==> src/rtl/core/prc_pkg.sv <==
// ----------------------------------------------------------------------------
// prc_pkg: shared definitions of the position region classifier
// Field widths, register indexes, region codes and map geometry constants.
// ----------------------------------------------------------------------------
package prc_pkg;

  localparam int REGION_W   = 3;
  localparam int CFG_IDX_W  = 3;
  localparam int CFG_DATA_W = 32;
  localparam int POS_W      = 32;
  localparam int IN_TDATA_W = 64;
  localparam int IN_TUSER_W = 2;
  localparam int OUT_TDATA_W = 8;

  typedef logic [REGION_W-1:0] region_t;

  localparam region_t REGION_UNKNOWN = 3'd0;
  localparam region_t REGION_LEFT_UP = 3'd1;
  localparam region_t REGION_LEFT_LO = 3'd2;
  localparam region_t REGION_DROP    = 3'd3;
  localparam region_t REGION_MIDDLE  = 3'd4;
  localparam region_t REGION_RIGHT   = 3'd5;
  localparam region_t REGION_OTHER   = 3'd6;
  localparam region_t REGION_MAX     = 3'd6;

  localparam logic [CFG_IDX_W-1:0] REG_ORIGIN_EAST  = 3'd0;
  localparam logic [CFG_IDX_W-1:0] REG_ORIGIN_NORTH = 3'd1;
  localparam logic [CFG_IDX_W-1:0] REG_PPM          = 3'd2;
  localparam logic [CFG_IDX_W-1:0] REG_MAP_WIDTH    = 3'd3;
  localparam logic [CFG_IDX_W-1:0] REG_MAP_HEIGHT   = 3'd4;
  localparam logic [CFG_IDX_W-1:0] REG_PERSIST      = 3'd5;

  // Shared multiplier operand and product widths.
  localparam int MUL_A_W = 33;
  localparam int MUL_B_W = 28;
  localparam int PROD_W  = MUL_A_W + MUL_B_W;
  localparam int PIX_FRAC = 8;

  // Map geometry; the box limits and the ellipse centre are in Q.8 pixels.
  localparam logic signed [PROD_W-1:0] RIGHT_U_MIN  = PROD_W'(415 * 256);
  localparam logic signed [PROD_W-1:0] MIDDLE_U_MIN = PROD_W'(300 * 256);
  localparam logic signed [PROD_W-1:0] UPPER_V_MAX  = PROD_W'(315 * 256);
  localparam logic signed [PROD_W-1:0] LOWER_U_MAX  = PROD_W'(300 * 256);
  localparam logic signed [PROD_W-1:0] LOWER_V_MIN  = PROD_W'(190 * 256);
  localparam logic signed [PROD_W-1:0] UPPER_U_MAX  = PROD_W'(245 * 256);
  localparam logic signed [PROD_W-1:0] UPPERL_V_MAX = PROD_W'(215 * 256);
  localparam logic signed [MUL_A_W-1:0] DROP_CU = MUL_A_W'(285 * 256);
  localparam logic signed [MUL_A_W-1:0] DROP_CV = MUL_A_W'(225 * 256);
  localparam logic signed [MUL_B_W-1:0] DROP_RU = MUL_B_W'(52);
  localparam logic signed [MUL_B_W-1:0] DROP_RV = MUL_B_W'(66);
  localparam longint DROP_RAD = 52 * 66 * 256;
  localparam logic [PROD_W-1:0] DROP_RAD_SQ = PROD_W'(DROP_RAD * DROP_RAD);

endpackage

==> src/rtl/core/position_region_classifier_unit.sv <==
// ----------------------------------------------------------------------------
// position_region_classifier_unit: map region classifier with persistence
// Converts a position to map pixels, sorts it into a region and filters it.
// ----------------------------------------------------------------------------
// A position transaction steps through the states MX, MY, V, CHK, EV, QU, QV,
// CMP and FLT before the next one can be accepted; a position that lands off
// the map goes from CHK to FLT, and a force command or a non-finite position
// from IDLE to FLT. The sequence comes from one shared 33 by 28 bit signed
// multiplier that a sequencer steps through six products in turn: the two
// pixel scalings, the two ellipse axis weightings and the two squares. A
// result waits in the output register while the next transaction is taken.
module position_region_classifier_unit #(
  parameter int POS_FRAC_BITS = 16,
  parameter int COUNT_BITS    = 8
) (
  input  logic                              clk_i,
  input  logic                              rst_ni,
  input  logic                              cfg_valid_i,
  output logic                              cfg_ready_o,
  input  logic [prc_pkg::CFG_IDX_W-1:0]     cfg_index_i,
  input  logic [prc_pkg::CFG_DATA_W-1:0]    cfg_data_i,
  input  logic                              s_axis_tvalid_i,
  output logic                              s_axis_tready_o,
  // Fields from bit 0: pos_x[31:0], pos_y[63:32].
  input  logic [prc_pkg::IN_TDATA_W-1:0]    s_axis_tdata_i,
  // Fields from bit 0: cmd[0], pos_finite[1].
  input  logic [prc_pkg::IN_TUSER_W-1:0]    s_axis_tuser_i,
  output logic                              m_axis_tvalid_o,
  input  logic                              m_axis_tready_i,
  // Fields from bit 0: raw_region[2:0], region[5:3], zero padding[7:6].
  output logic [prc_pkg::OUT_TDATA_W-1:0]   m_axis_tdata_o
);
  import prc_pkg::*;

  localparam int CMP_W = (COUNT_BITS > 8) ? COUNT_BITS : 8;

  localparam logic [3:0] ST_IDLE = 4'd0;
  localparam logic [3:0] ST_MX   = 4'd1;
  localparam logic [3:0] ST_MY   = 4'd2;
  localparam logic [3:0] ST_V    = 4'd3;
  localparam logic [3:0] ST_CHK  = 4'd4;
  localparam logic [3:0] ST_EV   = 4'd5;
  localparam logic [3:0] ST_QU   = 4'd6;
  localparam logic [3:0] ST_QV   = 4'd7;
  localparam logic [3:0] ST_CMP  = 4'd8;
  localparam logic [3:0] ST_FLT  = 4'd9;

  logic signed [POS_W-1:0] origin_east_q, origin_north_q;
  logic [15:0]             ppm_q;
  logic [11:0]             map_width_q, map_height_q;
  logic [7:0]              persist_q;

  logic [3:0]                  state_q, state_d;
  logic signed [MUL_A_W-1:0]   dx_q, dy_q;
  logic signed [PROD_W-1:0]    prod_q, u_q, v_q;
  logic [PROD_W-1:0]           sq_q;
  logic signed [MUL_B_W-1:0]   eu_q, ev_q;
  region_t                     box_q, raw_q;
  logic                        cmd_q;

  region_t                 acc_q, cand_q;
  logic [COUNT_BITS-1:0]   cnt_q;
  logic                    started_q;

  logic                    out_valid_q;
  region_t                 out_raw_q, out_region_q;

  logic                        s_hs, out_free, off_map;
  logic signed [MUL_A_W-1:0]   mul_a;
  logic signed [MUL_B_W-1:0]   mul_b;
  logic signed [PROD_W-1:0]    mul_p, u_lim, v_lim, v_d;
  logic [PROD_W-1:0]           sq_sum;
  region_t                     box;
  logic [COUNT_BITS-1:0]       cnt_inc, cnt_new;

  assign cfg_ready_o     = 1'b1;
  assign s_axis_tready_o = (state_q == ST_IDLE);
  assign s_hs            = s_axis_tvalid_i && s_axis_tready_o;
  assign out_free        = !out_valid_q || m_axis_tready_i;
  assign m_axis_tvalid_o = out_valid_q;
  assign m_axis_tdata_o  = {2'b00, out_region_q, out_raw_q};

  always_ff @(posedge clk_i or negedge rst_ni) begin
    if (!rst_ni) begin
      origin_east_q  <= -32'sd997291;
      origin_north_q <= -32'sd204640;
      ppm_q          <= 16'd5120;
      map_width_q    <= 12'd615;
      map_height_q   <= 12'd403;
      persist_q      <= 8'd5;
    end else if (cfg_valid_i) begin
      unique case (cfg_index_i)
        REG_ORIGIN_EAST:  origin_east_q  <= cfg_data_i;
        REG_ORIGIN_NORTH: origin_north_q <= cfg_data_i;
        REG_PPM:          ppm_q          <= cfg_data_i[15:0];
        REG_MAP_WIDTH:    map_width_q    <= cfg_data_i[11:0];
        REG_MAP_HEIGHT:   map_height_q   <= cfg_data_i[11:0];
        REG_PERSIST:      persist_q      <= cfg_data_i[7:0];
        default: ;
      endcase
    end
  end

  always_comb begin
    unique case (state_q)
      ST_MX: begin
        mul_a = dx_q;
        mul_b = $signed({{(MUL_B_W-16){1'b0}}, ppm_q});
      end
      ST_MY: begin
        mul_a = dy_q;
        mul_b = $signed({{(MUL_B_W-16){1'b0}}, ppm_q});
      end
      ST_CHK: begin
        mul_a = u_q[MUL_A_W-1:0] - DROP_CU;
        mul_b = DROP_RV;
      end
      ST_EV: begin
        mul_a = v_q[MUL_A_W-1:0] - DROP_CV;
        mul_b = DROP_RU;
      end
      ST_QU: begin
        mul_a = MUL_A_W'(eu_q);
        mul_b = eu_q;
      end
      ST_QV: begin
        mul_a = MUL_A_W'(ev_q);
        mul_b = ev_q;
      end
      default: begin
        mul_a = '0;
        mul_b = '0;
      end
    endcase
  end

  assign mul_p = mul_a * mul_b;

  assign u_lim  = $signed({{(PROD_W-12-PIX_FRAC){1'b0}}, map_width_q, {PIX_FRAC{1'b0}}});
  assign v_lim  = $signed({{(PROD_W-12-PIX_FRAC){1'b0}}, map_height_q, {PIX_FRAC{1'b0}}});
  assign v_d    = v_lim - (prod_q >>> POS_FRAC_BITS);
  assign off_map = u_q[PROD_W-1] || (u_q >= u_lim) || v_q[PROD_W-1] || (v_q >= v_lim);
  assign sq_sum = sq_q + prod_q;

  always_comb begin
    box = REGION_OTHER;
    if (u_q >= RIGHT_U_MIN && v_q < UPPER_V_MAX) box = REGION_RIGHT;
    if (u_q >= MIDDLE_U_MIN && u_q < RIGHT_U_MIN && v_q < UPPER_V_MAX) box = REGION_MIDDLE;
    if (u_q < LOWER_U_MAX && v_q >= LOWER_V_MIN) box = REGION_LEFT_LO;
    if (u_q < UPPER_U_MAX && v_q < UPPERL_V_MAX) box = REGION_LEFT_UP;
  end

  always_comb begin
    state_d = state_q;
    unique case (state_q)
      ST_IDLE: begin
        if (s_hs) begin
          if (s_axis_tuser_i[0] || !s_axis_tuser_i[1]) state_d = ST_FLT;
          else state_d = ST_MX;
        end
      end
      ST_MX:  state_d = ST_MY;
      ST_MY:  state_d = ST_V;
      ST_V:   state_d = ST_CHK;
      ST_CHK: state_d = off_map ? ST_FLT : ST_EV;
      ST_EV:  state_d = ST_QU;
      ST_QU:  state_d = ST_QV;
      ST_QV:  state_d = ST_CMP;
      ST_CMP: state_d = ST_FLT;
      ST_FLT: begin
        if (out_free) state_d = ST_IDLE;
      end
      default: state_d = ST_IDLE;
    endcase
  end

  always_ff @(posedge clk_i or negedge rst_ni) begin
    if (!rst_ni) begin
      state_q <= ST_IDLE;
    end else begin
      state_q <= state_d;
    end
  end

  always_ff @(posedge clk_i) begin
    unique case (state_q)
      ST_IDLE: begin
        dx_q  <= MUL_A_W'(signed'(s_axis_tdata_i[31:0])) - MUL_A_W'(origin_east_q);
        dy_q  <= MUL_A_W'(signed'(s_axis_tdata_i[63:32])) - MUL_A_W'(origin_north_q);
        cmd_q <= s_axis_tuser_i[0];
        raw_q <= REGION_UNKNOWN;
      end
      ST_MX: prod_q <= mul_p;
      ST_MY: begin
        u_q    <= prod_q >>> POS_FRAC_BITS;
        prod_q <= mul_p;
      end
      ST_V: v_q <= v_d;
      ST_CHK: begin
        prod_q <= mul_p;
        box_q  <= box;
      end
      ST_EV: begin
        eu_q   <= prod_q[MUL_B_W-1:0];
        prod_q <= mul_p;
      end
      ST_QU: begin
        ev_q   <= prod_q[MUL_B_W-1:0];
        prod_q <= mul_p;
      end
      ST_QV: begin
        sq_q   <= prod_q;
        prod_q <= mul_p;
      end
      ST_CMP: raw_q <= (sq_sum <= DROP_RAD_SQ) ? REGION_DROP : box_q;
      default: ;
    endcase
  end

  assign cnt_inc = (cnt_q == {COUNT_BITS{1'b1}}) ? cnt_q : cnt_q + 1'b1;
  assign cnt_new = (raw_q == cand_q) ? cnt_inc : COUNT_BITS'(1);

  always_ff @(posedge clk_i or negedge rst_ni) begin
    if (!rst_ni) begin
      acc_q       <= REGION_UNKNOWN;
      cand_q      <= REGION_UNKNOWN;
      cnt_q       <= '0;
      started_q   <= 1'b0;
      out_valid_q <= 1'b0;
    end else begin
      if (state_q == ST_FLT && out_free) begin
        out_valid_q <= 1'b1;
        started_q   <= 1'b1;
        priority if (cmd_q) begin
          acc_q  <= REGION_UNKNOWN;
          cand_q <= REGION_UNKNOWN;
          cnt_q  <= '0;
        end else if (!started_q || raw_q == acc_q) begin
          acc_q  <= raw_q;
          cand_q <= raw_q;
          cnt_q  <= '0;
        end else begin
          cand_q <= raw_q;
          if (CMP_W'(cnt_new) >= CMP_W'(persist_q)) begin
            acc_q <= raw_q;
            cnt_q <= '0;
          end else begin
            cnt_q <= cnt_new;
          end
        end
      end else if (m_axis_tready_i) begin
        out_valid_q <= 1'b0;
      end
    end
  end

  always_ff @(posedge clk_i) begin
    if (state_q == ST_FLT && out_free) begin
      out_raw_q <= raw_q;
      priority if (cmd_q || !started_q || raw_q == acc_q) begin
        out_region_q <= raw_q;
      end else if (CMP_W'(cnt_new) >= CMP_W'(persist_q)) begin
        out_region_q <= raw_q;
      end else begin
        out_region_q <= acc_q;
      end
    end
  end

endmodule

==> config.mk <==
export PLATFORM = sky130hd
export DESIGN_NAME = position_region_classifier_unit
export DESIGN_NICKNAME = d
export VERILOG_FILES = /design/src/rtl/core/prc_pkg.sv /design/src/rtl/core/position_region_classifier_unit.sv
export SDC_FILE = /design/constraint.sdc
export NUM_CORES = 2
export LEC_CHECK = 0
export ABC_AREA = 1
export BUFFER_PORTS_ARGS = -buffer_cell sky130_fd_sc_hd__buf_2
export CAP_MARGIN = 15
export CORE_MARGIN = 5
export CORE_UTILIZATION = 63
export CTS_CLUSTER_SIZE = 28
export DETAILED_ROUTE_END_ITERATION = 16
export PLACE_DENSITY = 0.9
export SLEW_MARGIN = 10
export SYNTH_ARGS = -nofsm -noshare
export SYNTH_HDL_FRONTEND = slang
export SYNTH_SLANG_ARGS = --single-unit
==> constraint.sdc <==
create_clock -name clk_i -period 12.3 [get_ports clk_i]
set_clock_uncertainty 0.05 [all_clocks]
set_input_delay 0 -clock clk_i [delete_from_list [all_inputs] [get_ports clk_i]]
set_output_delay 0 -clock clk_i [all_outputs]
set_load 0.005 [all_outputs]
==> summary.txt <==
Worst setup path
  – Worst reg2reg path endpoint: prod_q[57]
  – Max stage delay cell, worst path: fa_1
  – R2r setup slk: roughly 0.98 ns
  – FF-to-FF Start: state_q[2]
  – Critical path launch point: state_q[2]
  – Worst path bufs/invs: 10
  – Crit path max fanout: 32
  – R2R cell count: 33
  – Max stage delay on crit path: ~0.72 ns
  – Setup CP Type: reg2reg
  – Cell count along the critical path: 33
  – CP required: 12.57 ns
  – Critical path launch point type: flop
  – Critical Path End: prod_q[57]
  – Crit. End Element: flop
  – Crit-path leading delay family: adder cells
  – Critical Path AT: around 12 ns

Global route
  – GRT Residual Overflow: 0
  – Number of global-route vias before repair: approximately 57000
  – First-pass GRT wire length: ~320000 um
  – Gr usage total: a little under 40%
  – Initial antenna violation count: 11
  – Largest net degree at the start of global routing: between 70 and 80

Logic synthesis
  – Post-synth EDFFs: 348
  – Post-Synth XOR/XNOR Area: approximately 3.1%
  – Ys flop type: edfxtp_1
  – Mux contribution to synthesized area: 0%
  – Syn Area/Cell: between 8 and 9 um^2
  – Ys Warns: 0
  – Synth Area in Adders: about 37%
  – Synth cell types: 68
  – Main combinational cell family by area after synthesis: adder cells
  – Simple-gate area share of the yosys netlist: 17.3%
  – Mapped Area: 63000 um^2
  – Synth Instances: approximately 7700
  – Seq cells post-synth: 480
  – Sequential-to-total area share from yosys stat: a little over a fifth
  – Ys async rst share: between 20% and 30%
  – Synth Area in Compound Gates: roughly 6.9%

Route
  – Post-DRT Antenna Nets: 0
  – Via density: between 5 and 6
  – Remaining DRCs: 0
  – Total wire length: approximately 210000 um
  – WL/cell: approximately 23 um
  – DR vias: ~54000
  – Total iterations of the first detailed-routing run: 9
  – Starting DRT DRC Count: between 5000 and 6000

Clocking
  – Clock tree buffer depth: 3
  – CTS tree: done
  – Clock slew at reported path FFs: roughly 0.070 ns
  – Clock latency on the worst-skew pair: ~0.62 ns
  – Clock sinks: 480
  – Num CTS Buffers: between 40 and 50
  – Root buf cell: clkbuf_16
  – H-tree levels: 2

Outcome
  – Run status: completed

Place
  – Port bufs: about 110
  – Placer Congestion: 1.10
  – Dpl hpwl: 163000 um

Timing
  – Max Fclk: roughly 0.088 GHz
  – Tmin final: around 11 ns
  – Final Hold Vio Count: 0
  – Crit share post-route: approximately 90%
  – Min Hold Slack: roughly 0.023 ns
  – RSZ-0062 raised after global routing: false
  – Slew at the pin closest to its max-slew limit: 1.27 ns
  – Max-slew violations: 0
  – Rel. slew slack: approximately 15%
  – # setup viols final: 0
  – Final TNS setup: 0 ns

Job
  – Max-capacitance violation count: 0

Floorplanning
  – Starting Density: about 63%
  – FP Rows: ~120
  – Die Outline Area: roughly 110000 um^2
  – I/O Pins: approximately 120
  – Core Area: ~100000 um^2
  – Die Span X: 326 um
  – Die height: between 300 and 400 um

Cells and area
  – Most frequent cells in the layout: inv_1 (1995), nand2_1 (1743), fa_1 (942)
  – Layout cells sized above 1: around 5.2%
  – Fillers: about 7600
  – Final core occ: around two thirds
  – Commonest non-fill, non-tap cell in the layout: inv_1
  – Area Overhead vs Synth: 7.59%
  – Layout Nets: 9269

Power and ir drop
  – VDD IR max: around 0.22 mV
  – Power Dens Cells: about 270 nW/um^2
  – LEAKAGE: about 36 nW

Worst hold path
  – HP Class: in2reg
==> routing by layer <==
layer  up-vias  GRT usage (%)  share of wire, %
met1     25900           48.0                35
met3      1197           8.98                12
li1      23400              -                 -
met2      3702           61.9                45
met4        10           26.4               9.1
met5         -              0             0.021
==> worst register-to-register path: cells and delay by family, from the launching register on <==
kind / cells / cell delay, ns
AOI/OAI and AO/OA: 6 / 1.93
xor gates and xnor gates: 1 / 0.15
adders and majority gates: 9 / 4.75
buffers and inverters: 10 / 2.36
DFF: 1 / 0.43
and+or+nand+nor: 7 / 1.38
==> cell type report <==
cell class	instances	area (um^2)	share of cell area, %
clock buffer	62	1320	1.94
sequential	480	13800	20.4
timing repair buffer	306	2300	3.40
antenna	3	7.51	0.0111
multi-input combinational	4986	40900	60.4
clock inverter	24	153	0.225
tap	1298	1620	2.40
inverter	2023	7590	11.2
==> metrics by stage <==
step / setup slack [ns] / cell area [um^2] / instances / total power, mW
after floorplan: 2.72 / 63000 / 7659 / 12.3
after global placement: 1.46 / 65200 / 8984 / 16.2
after detailed placement: 1.27 / 65200 / 8984 / 16.6
after CTS: 1.17 / 67700 / 9178 / 18.2
after global routing: 0.618 / 67700 / 9180 / 20.0
final: 0.980 / 67700 / 9182 / 18.6
==> how the worst min path moves through the flow <==
stage                                   from                end  depth (start not counted)
after floorplan                       rst_ni           acc_q[0]                          0
after global placement                rst_ni  origin_east_q[19]                          1
after detailed placement              rst_ni  origin_east_q[19]                          1
after CTS                 s_axis_tdata_i[21]           dx_q[21]                          3
after global routing      s_axis_tdata_i[21]           dx_q[21]                          3
final                     s_axis_tdata_i[21]           dx_q[21]                          3
==> Yosys cell counts, types with 15 or more instances <==
cell | instances | area, um^2
xor2_1 | 141 | 1230
a31oi_1 | 22 | 138
o22ai_1 | 19 | 119
a22o_1 | 17 | 149
a221oi_1 | 25 | 219
buf_2 | 78 | 390
ha_1 | 376 | 4700
nand2_1 | 1746 | 6550
dfstp_2 | 53 | 1390
fa_1 | 942 | 18900
nor2_1 | 579 | 2170
dfrtp_1 | 79 | 1980
o21bai_1 | 26 | 195
inv_1 | 1995 | 7490
nor4_1 | 27 | 169
inv_2 | 20 | 75.1
edfxtp_1 | 348 | 10500
o21ai_0 | 254 | 1270
nor3_1 | 71 | 355
a21oi_1 | 270 | 1350
clkbuf_1 | 81 | 304
a21o_1 | 15 | 113
nand3_1 | 161 | 806
xnor2_1 | 84 | 736
nand4_1 | 53 | 332
==> flip-flops by register name, indices dropped and copies added (netlist names), 4 cells and up <==
name	flops
map_width_q	12
persist_q	8
origin_north_q	32
cnt_q	8
dy_q	33
dx_q	33
eu_q	28
u_q	45
prod_q	61
v_q	46
ev_q	28
map_height_q	12
sq_q	61
ppm_q	16
state_q	4
origin_east_q	32
==> power breakdown <==
| part | switching (mW) | internal (mW) |
|---|---|---|
| registers | 0.590 | 2.71 |
| clock network | 0.665 | 0.759 |
| logic | 9.22 | 4.63 |
| total | 10.5 | 8.10 |
==> repair_timing <==
| item | CTS | global route |
|---|---|---|
| hold buffers | 108 | 0 |
| endpoints found under the hold margin | 239 | 0 |
| resized for setup | 0 | 0 |
| setup buffers | 0 | 0 |
==> kinds of logic after synthesis <==
family / Yosys count
compound gates: 740
xor+xnor: 225
fa+ha+maj: 1318
buf+inv: 2193
flops: 480
other cells: 2
simple gates: 2695
Power figures use the tool's default switching activity.
